--- config.mk ---
export PLATFORM = sky130hd
export DESIGN_NAME = vod_ctrl
export DESIGN_NICKNAME = d
export VERILOG_FILES = /design/src/rtl/vod_pkg.sv /design/src/rtl/vod_ctrl.sv
export SDC_FILE = /design/constraint.sdc
export NUM_CORES = 1
export LEC_CHECK = 0
export BUFFER_PORTS_ARGS = -buffer_cell sky130_fd_sc_hd__buf_2
export CAP_MARGIN = 20
export CORE_MARGIN = 2
export CORE_UTILIZATION = 53
export DETAILED_ROUTE_END_ITERATION = 10
export GPL_ROUTABILITY_DRIVEN = 1
export PLACE_DENSITY = 0.82
export SYNTH_ARGS = -nofsm -noshare
export SYNTH_HDL_FRONTEND = slang
export SYNTH_SLANG_ARGS = --single-unit
--- constraint.sdc ---
create_clock -name i_clk -period 3.9 [get_ports i_clk]
set_input_delay 1.17 -clock i_clk [delete_from_list [all_inputs] [get_ports i_clk]]
set_output_delay 1.17 -clock i_clk [all_outputs]
set_load 0.03 [all_outputs]
--- src/rtl/vod_pkg.sv ---
`default_nettype none
package vod_pkg;
    localparam int MaxParents = 1024;
    localparam int HashSlots  = 2048;
    localparam int CoordBits  = 16;
    localparam int SlotW  = $clog2(HashSlots);
    localparam int RowW   = $clog2(MaxParents);
    localparam int CountW = RowW + 1;
    localparam int KeyW   = 8 + 3 * CoordBits;
    localparam int PartW  = CoordBits - 1;
    localparam int EpochW = 4;
    localparam logic [31:0] HashMulHi = 32'h9E3779B9;
    localparam logic [31:0] HashMulLo = 32'h7F4A7C15;

    typedef struct packed {
        logic load;
        logic clear_step;
        logic wipe;
        logic hash_a;
        logic hash_b;
        logic probe_read;
        logic probe_next;
        logic insert;
        logic mask_write;
        logic full_mark;
        logic put;
    } t_cmd;

    typedef struct packed {
        logic clear_done;
        logic slot_valid;
        logic key_match;
        logic wrapped;
        logic count_full;
        logic start_req;
        logic epoch_last;
    } t_status;
endpackage
`default_nettype wire

--- src/rtl/vod_ctrl.sv ---
`default_nettype none
module vod_ctrl (
    input  wire                i_clk,
    input  wire                i_rst_n,
    input  wire                i_valid,
    output logic               o_stall,
    output logic               o_valid,
    input  wire                i_stall,
    output vod_pkg::t_cmd      o_cmd,
    input  wire vod_pkg::t_status i_status
);
    typedef enum logic [8:0] {
        S_IDLE = 9'b000000001, S_WIPE = 9'b000000010, S_CLR = 9'b000000100,
        S_HA = 9'b000001000, S_HB = 9'b000010000, S_RD = 9'b000100000,
        S_CHK = 9'b001000000, S_RMW = 9'b010000000, S_PUT = 9'b100000000
    } t_state;
    t_state r_state, n_state;
    logic r_item, n_item;
    logic r_out_v, n_out_v;

    always_comb begin
        n_state = r_state; n_item = r_item; o_cmd = '0;
        n_out_v = r_out_v && i_stall;
        o_stall = !(r_state == S_IDLE);
        o_valid = r_out_v;
        case (r_state)
            S_IDLE: if (i_valid) begin o_cmd.load = 1'b1; n_state = S_CLR; end
            S_WIPE: begin
                o_cmd.wipe = 1'b1;
                if (i_status.clear_done) begin
                    n_item = 1'b0;
                    n_state = r_item ? S_HA : S_IDLE;
                end
            end
            S_CLR: begin
                if (i_status.start_req && i_status.epoch_last) begin
                    n_item = 1'b1; n_state = S_WIPE;
                end else begin
                    o_cmd.clear_step = i_status.start_req;
                    n_state = S_HA;
                end
            end
            S_HA: begin o_cmd.hash_a = 1'b1; n_state = S_HB; end
            S_HB: begin o_cmd.hash_b = 1'b1; n_state = S_RD; end
            S_RD: n_state = S_CHK;
            S_CHK: begin
                if (!i_status.slot_valid) begin
                    if (i_status.count_full) begin
                        o_cmd.full_mark = 1'b1; n_state = S_PUT;
                    end else begin
                        o_cmd.insert = 1'b1; n_state = S_RMW;
                    end
                end else if (i_status.key_match) begin
                    o_cmd.probe_read = 1'b1; n_state = S_RMW;
                end else if (i_status.wrapped) begin
                    o_cmd.full_mark = 1'b1; n_state = S_PUT;
                end else begin
                    o_cmd.probe_next = 1'b1; n_state = S_RD;
                end
            end
            S_RMW: begin o_cmd.mask_write = 1'b1; n_state = S_PUT; end
            S_PUT: begin
                if (!r_out_v || !i_stall) begin
                    o_cmd.put = 1'b1; n_out_v = 1'b1; n_state = S_IDLE;
                end
            end
            default: n_state = S_IDLE;
        endcase
    end

    always_ff @(posedge i_clk) begin
        if (!i_rst_n) begin
            r_state <= S_WIPE; r_item <= 1'b0; r_out_v <= 1'b0;
        end else begin
            r_state <= n_state; r_item <= n_item; r_out_v <= n_out_v;
        end
    end
endmodule
`default_nettype wire

==> results of run 1 <==
## critical path, delay by kind of cell, from the launching register on
family                 cells  cell delay (ns)
AND/OR/NAND/NOR            3             1.13
buffers and inverters      1             0.22
flip-flops                 1             0.43
## registers in the layout, indices dropped and copies added (netlist names)
name,cells
r_item,1
r_state,9
o_valid,1
## report_power, final
| part | switching (W) | internal, W |
|---|---|---|
| Clock | 0.0000428 | 0.0000396 |
| Sequential | 0.00000970 | 0.000117 |
| Combinational | 0.0000468 | 0.0000326 |
| Total | 0.0000992 | 0.000189 |
## routing by layer
layer / track usage, % / vias to the layer above / wire length [um]
li1: - / 440 / -
met1: 31.6 / 415 / 843
met2: 39.1 / 41 / 954
met3: 3.02 / 7 / 160
met4: 11.3 / 0 / 50
met5: 0 / - / 0
## per-stage QoR
stage	power, W	std cells	hold WS, ns	setup WS [ns]	utilization [%]
floorplan	0.000185	106	0.472	0.636	-
global placement	0.000206	138	0.464	0.906	66.6
detailed placement	0.000207	138	0.494	0.880	66.6
CTS	0.000288	142	0.504	0.708	68.6
global route	0.000302	142	0.531	0.559	68.6
finish	0.000288	142	0.504	0.667	68.6
## layout make-up
type	count	area (sq um)	area share, %
repair buffers	23	115	12.4
flip-flops and latches	11	220	23.8
inverters	3	11.3	1.22
clock buffers	4	26.3	2.84
multi-input cells	86	534	57.7
well taps	15	18.8	2.03
## logic make-up after synthesis
| family | after synthesis |
|---|---|
| xor gates and xnor gates | 2 |
| AOI/OAI and AO/OA | 19 |
| and+or+nand+nor | 65 |
| buffers and inverters | 9 |
| DFF | 11 |
## worst paths after layout
kind / end / slack, ns / cells past startpoint
setup / recovery: o_cmd[4] / 0.67 / 4
setup reg to reg: r_state[5]$_SDFFE_PN0P_ / 2.05 / 4
hold / removal: o_valid$_SDFF_PN0_ / 0.50 / 2
hold reg to reg: o_valid$_SDFF_PN0_ / 0.50 / 2
## placed cells by master (no fill, tap or decap)
master and n:
or4_4 1, nor4b_1 8, inv_1 3, nor2b_1 6
o221ai_1 1, buf_2 23, nand3_1 3, clkbuf_1 1
o32ai_1 1, a21oi_1 3, o41a_1 1, xor2_1 2
and3_1 3, nor2_1 10, nor3b_1 4, and2_1 2
and4_1 1, nand2b_1 2, nor4_1 2, o211ai_2 1
nand4_1 2, a21boi_0 2, o211ai_1 1, clkbuf_4 3
o21a_1 1, or3_1 1, a2bb2oi_1 1, dfxtp_1 11
o31ai_1 1, nand2_1 11, a221oi_1 1, o21ai_0 3
o311a_2 1, nor3_1 9, a211oi_1 1
==> out/metrics.csv, run 1 <==
stage;metric;value;unit
outcome;outcome;complete, no violations;
logic_synthesis;ys_types;35;
logic_synthesis;ys_seq_area_share;27.9;%
setup_path;crit_path_frequent_cell;nor3_1;
die;die_w;42.6;um
clocking;cts.hold.buffers_added;0;
setup_path;crit_type;reg -> out;
sta;setup_viol;0;
clocking;clockBufferDepth;2;
global_routing;grt_use_total;24.1;%
layout;antennaDiodeCount;0;
logic_synthesis;synth_warnings;0;
power;vdd_ir_drop_max;0.000230;V
logic_synthesis;synth_top_cell_by_area;dfxtp_1;
global_routing;grt_max_degree;14;
min_path;worst_hold_path_type;reg -> reg;
route;routed_wl;2010;um
job;max_cap_viol_count;0;
layout;finish.instance_area;926;sq um
logic_synthesis;synth_common_cells;11 x dfxtp_1, 11 x nand2_1, 10 x nor2_1;
logic_synthesis;synthCells;106;
sta;max-slew-margin-rel;57.2;%
setup_path;worstSetupStartpointType;register;
logic_synthesis;yosys_register_bits;11;
power;powerDensity;312;mW/mm^2
setup_path;reg2reg_from;r_state[7]$_SDFFE_PN0P_;
clocking;cts-root-buf;clkbuf_4;
sta;post-route-min-period;3.23;ns
logic_synthesis;synth_top_family_by_area;simple AND/OR/NAND/NOR gates;
sta;skew;0.00293;ns
sta;worst_slew_pin_slew;0.635;ns
sta;finalSetupTns;0;ns
global_routing;grt_antenna_before_repair;0;
logic_synthesis;ys_top_cells_by_area;dfxtp_1 28%, nor4b_1 8.9%, nor3_1 5.7%, nand2_1 5.2%, nor2_1 4.8%;
clocking;cts_resized;0;
clocking;htreeDepth;1;
placed_design;gp_congestion;0.902;
logic_synthesis;synthMuxAreaShare;0;%
logic_synthesis;synthAdderAreaFrac;0;%
route;wire_per_inst;14.1;um
logic_synthesis;syn_nets;117;
clocking;insertion_delay;0.27;ns
logic_synthesis;synth_top_area_share;27.9;%
die;dieArea;0.00181;sq mm
layout;nets;139;
die;start_util;58.5;%
placed_design;postPlaceCellArea;900;sq um
layout;syn2layout_area_growth;17.3;%
route;vias;903;
placed_design;hpwl;1520;um
route;drt_iter0_drc;31;
logic_synthesis;synth_xor_area_share;2.22;%
setup_path;crit_path_max_incr_delay;0.58;ns
clocking;cts.sinks;11;
power;leakagePower;0.407;nW
global_routing;grt_overflow;0;
placed_design;port_buffers;23;
sta;max_freq;0.309;GHz
layout;nFillCells;125;
logic_synthesis;synth-simple-area-share;47.1;%
setup_path;cp-end-kind;output pin;
clocking;clk_pin_slew_worst_paths;0.08;ns
route;vias_per_cell;6.36;
sta;post-route-period-util;82.9;%
logic_synthesis;syn_avg_cell_area;7.45;sq um
logic_synthesis;synth_compound_area_share;18.4;%
die;num_rows;13;
clocking;cts_tree;done;
sta;hold_violations;0;
logic_synthesis;synth_ff_type;dfxtp_1;
setup_path;cp_data_required_time;2.73;ns
logic_synthesis;ys_async_sr_fraction;0;%
global_routing;grt_pass1_wl;3370;um
clocking;post_cts_buffers;0;
setup_path;cp_max_fo;10;
die;core_area;0.00135;sq mm
layout;drive_above_1_share;22.8;%
setup_path;cp_cell_sequence;nor3_1, nand3_1, nor3_1, buf_2;
setup_path;cp_slowest_cell;nor3_1;
min_path;min_from;o_valid$_SDFF_PN0_;
logic_synthesis;synthesis.area;790;sq um
die;die_h;42.6;um
global_routing;grt_pass1_vias;794;
route;first_pass_iters;4;
route;remaining_drc_errors;0;
logic_synthesis;synth-edff-count;0;
setup_path;critPathLaunch;r_state[7]$_SDFFE_PN0P_;
sta;finalMaxSlewViolations;0;
clocking;cts_buffers;3;
die;io_pins;24;
setup_path;cp.arrival;2.06;ns
route;antenna_left;0;
sta;rsz0062_at_grt;no;
Note: power is estimated with default switching activity, not from simulation.
==> run 2: changes to the inputs <==
--- a/config.mk
+++ b/config.mk
@@ -5,13 +5,14 @@
 export SDC_FILE = /design/constraint.sdc
 export NUM_CORES = 1
 export LEC_CHECK = 0
+export ABC_AREA = 1
 export BUFFER_PORTS_ARGS = -buffer_cell sky130_fd_sc_hd__buf_2
 export CAP_MARGIN = 20
 export CORE_MARGIN = 2
-export CORE_UTILIZATION = 53
+export CORE_UTILIZATION = 44
 export DETAILED_ROUTE_END_ITERATION = 10
 export GPL_ROUTABILITY_DRIVEN = 1
-export PLACE_DENSITY = 0.82
+export PLACE_DENSITY = 0.73
 export SYNTH_ARGS = -nofsm -noshare
 export SYNTH_HDL_FRONTEND = slang
 export SYNTH_SLANG_ARGS = --single-unit
==> constraint.sdc (replaced) <==
create_clock -name i_clk -period 2.79 [get_ports i_clk]
set_input_delay 0.837 -clock i_clk [delete_from_list [all_inputs] [get_ports i_clk]]
set_output_delay 0.837 -clock i_clk [all_outputs]
set_load 0.03 [all_outputs]
==> run 2 against run 1 <==
  * Utilization fell by 13 points
  * Critical endpoint is now o_cmd[1]
  * Clock power increased by 38%
  * Combinational power increased by 59%
  * Highest routed layer unchanged
==> out/metrics.csv, run 2 <==
stage;metric;value;unit;change
placed_design;hpwl;1330;um;-12%
route;remaining_drc_errors;0;;unchanged
die;dieArea;0.00211;sq mm;+16%
global_routing;grt_antenna_before_repair;0;;unchanged
global_routing;use_met2;29.2;%;-9.9 points
setup_path;cp_slowest_cell;or2_1;;
setup_path;cp_data_required_time;1.95;ns;-0.78 ns
power;powerDensity;439;mW/mm^2;+41%
layout;drive_above_1_share;36.4;%;+14 points
route;first_pass_iters;5;;+1
global_routing;grt_pass1_vias;668;;-16%
power;p_clk_share;27.7;%;-0.9 points
layout;regArea;220;sq um;unchanged
logic_synthesis;syn_nets;124;;+6.0%
setup_path;r2r_setup_slack;1.51;ns;-0.54 ns
layout;layout_commonest_cell;buf_2;;
setup_path;cp_cell_sequence;buf_2, inv_1, or2_1, inv_1, nor2_1, nand3_1, inv_1, buf_2;;
sta;post-route-period-util;89.9;%;
layout;final_util;55.5;%;-13 points
sta;finalMaxSlewViolations;0;;unchanged
global_routing;grt_use_total;17.9;%;-6.3 points
power;p_sw_share;36.8;%;+2.4 points
outcome;outcome;complete, no violations;;
sta;hold_violations;0;;unchanged
die;io_pins;24;;unchanged
logic_synthesis;syn_avg_cell_area;6.84;sq um;-8.1%
sta;max-slew-margin-rel;78.5;%;+21 points
setup_path;worstSetupStartpointType;input port;;
layout;nFillCells;182;;+46%
layout;multi_input_area;482;sq um;-9.8%
clocking;cts_tree;done;;
clocking;htreeDepth;1;;unchanged
min_path;worst_hold_path_type;reg -> reg;;
clocking;post_cts_buffers;0;;unchanged
logic_synthesis;yosys_register_bits;11;;unchanged
setup_path;cp.arrival;1.67;ns;-0.39 ns
sta;holdWs;0.489;ns;-0.0150 ns
global_routing;grtUsageMet1;20.2;%;-11 points
clocking;clk_pin_slew_worst_paths;0.07;ns;about the same
logic_synthesis;synthCells;113;;+6.6%
die;die_h;45.9;um;+7.8%
clocking;insertion_delay;0.28;ns;about the same
logic_synthesis;ys_async_sr_fraction;0;%;unchanged
power;vdd_ir_drop_max;0.000287;V;+25%
job;max_cap_viol_count;0;;unchanged
route;vias_per_cell;4.94;;-22%
sta;skew;0.00742;ns;+0.00448 ns
die;num_rows;15;;+2
layout;nets;152;;+9.4%
sta;finalSetupTns;0;ns;unchanged
layout;largest_reg_flops;9;;unchanged
logic_synthesis;synth_top_cell_by_area;dfxtp_1;;
power;p_comb_share;30.7;%;+3.2 points
route;antenna_left;0;;unchanged
setup_path;crit_path_max_incr_delay;0.25;ns;-0.33 ns
global_routing;grt_max_degree;9;;-5
die;start_util;45.8;%;-13 points
die;die_w;45.9;um;+7.8%
power;p_int;0.000260;W;+38%
layout;syn2layout_area_growth;21.2;%;
logic_synthesis;synthesis.area;773;sq um;-2.1%
placed_design;port_buffers;23;;unchanged
logic_synthesis;ys_top_cells_by_area;dfxtp_1 28%, nand2_1 9.7%, nor2_1 9.7%, inv_1 7.3%, nand3_1 7.1%;;
sta;post-route-min-period;2.51;ns;
global_routing;grt_pass1_wl;2620;um;-22%
clocking;cts-root-buf;clkbuf_4;;
setup_path;cp_max_fo;4;;-6
logic_synthesis;ys_types;22;;-37%
route;wire_per_inst;10.4;um;-27%
logic_synthesis;synth_warnings;0;;unchanged
power;leakagePower;0.548;nW;+34%
sta;rsz0062_at_grt;no;;
logic_synthesis;ys_seq_area_share;28.5;%;+0.59 points
route;routed_wl;1630;um;-19%
layout;final_cell_mix;23 x buf_2, 20 x nand2_1, 20 x nor2_1;;
placed_design;gp_congestion;0.810;;-10%
route;vias;775;;-14%
layout;antennaDiodeCount;0;;unchanged
global_routing;grt_busiest_layer;met2;;
layout;top_register;r_state;;
power;pwr-share-seq;41.6;%;-2.3 points
setup_path;crit_type;in -> out;;
clocking;cts_resized;0;;unchanged
clocking;cts_buffers;3;;unchanged
route;drt_iter0_drc;11;;-65%
sta;worst_slew_pin_slew;0.323;ns;-0.313 ns
sta;max_freq;0.399;GHz;
logic_synthesis;synth_top_area_share;28.5;%;+0.59 points
logic_synthesis;synth_ff_type;dfxtp_1;;
power;switching_power;0.000151;W;+53%
clocking;cts.hold.buffers_added;0;;unchanged
global_routing;grt_overflow;0;;unchanged
logic_synthesis;synth-edff-count;0;;unchanged
die;core_area;0.00169;sq mm;+25%
setup_path;crit_path_frequent_cell;inv_1;;
sta;setup_viol;0;;unchanged
logic_synthesis;synth_common_cells;20 x nand2_1, 20 x nor2_1, 15 x inv_1;;
clocking;clockBufferDepth;2;;unchanged
global_routing;use_met3;3.57;%;+0.55 points
clocking;cts.sinks;11;;unchanged
setup_path;cp-end-kind;output pin;;
## run 2: cell count changes in the layout (fill, tap and decap cells not counted), sizes merged, moves of 3 or more
| cell | change |
|---|---|
| and3 | -3 |
| nor4b | -8 |
| inv | +16 |
| nor2 | +18 |
| nand3 | +11 |
| nor3b | -3 |
| nand2 | +12 |
| nor2b | -6 |
## run 2: metal layers
metal / routed length, um / vias to the layer above / share of wire, %
met3: 90 / 5 / 5.5
met2: 741 / 28 / 46
met4: 51 / 0 / 3.1
met5: 0 / - / 0
met1: 742 / 330 / 46
li1: - / 412 / -
## run 2: power groups by stage
stage          clock (W)  sequential, W  combinational (W)
6_report        0.000114       0.000171           0.000126
5_1_grt         0.000123       0.000172           0.000141
4_1_cts         0.000119       0.000171           0.000128
3_5_place_dp           0       0.000175           0.000127
3_3_place_gp           0       0.000175           0.000127
2_1_floorplan          0       0.000175          0.0000963
## run 2: final timing paths
path	from	end	cells after the start
worst max-delay path	i_status[5]	o_cmd[1]	8
worst min register to register	o_valid$_SDFF_PN0_	o_valid$_SDFF_PN0_	2
worst min-delay path	o_valid$_SDFF_PN0_	o_valid$_SDFF_PN0_	2
worst max register to register	r_state[4]$_SDFFE_PN0P_	r_state[0]$_SDFFE_PN0P_	7
## run 2: stage by stage
step | total power, W | worst slack [ns] | cell area [sq um] | cells
2_1_floorplan | 0.000271 | 0.509 | 773 | 113
3_3_place_gp | 0.000301 | 0.322 | 910 | 153
3_5_place_dp | 0.000303 | 0.282 | 910 | 153
4_1_cts | 0.000418 | 0.276 | 937 | 157
5_1_grt | 0.000437 | 0.192 | 937 | 157
6_report | 0.000412 | 0.282 | 937 | 157
## run 2: kinds of logic (layout without fill, tap and decap cells)
kind of cell	count (synthesis)	count (layout)	synth area share [%]
AND/OR/NAND/NOR	77	77	57.9
buffers and inverters	19	46	9.22
flip-flops	11	11	28.5
AO/OA/AOI/OAI	6	6	4.37
## run 2: final cells by class
type | count | area share, %
clock buffer | 3 | 2.40
timing repair buffer | 23 | 12.3
clock inverter | 1 | 0.534
tap | 17 | 2.27
inverter | 19 | 7.61
multi-input combinational | 83 | 51.4
sequential | 11 | 23.5
## run 2: worst max-delay path: cells and delay by family
kind                   cells  cell delay [ns]
buffers and inverters      5             0.46
and+or+nand+nor            3             0.38
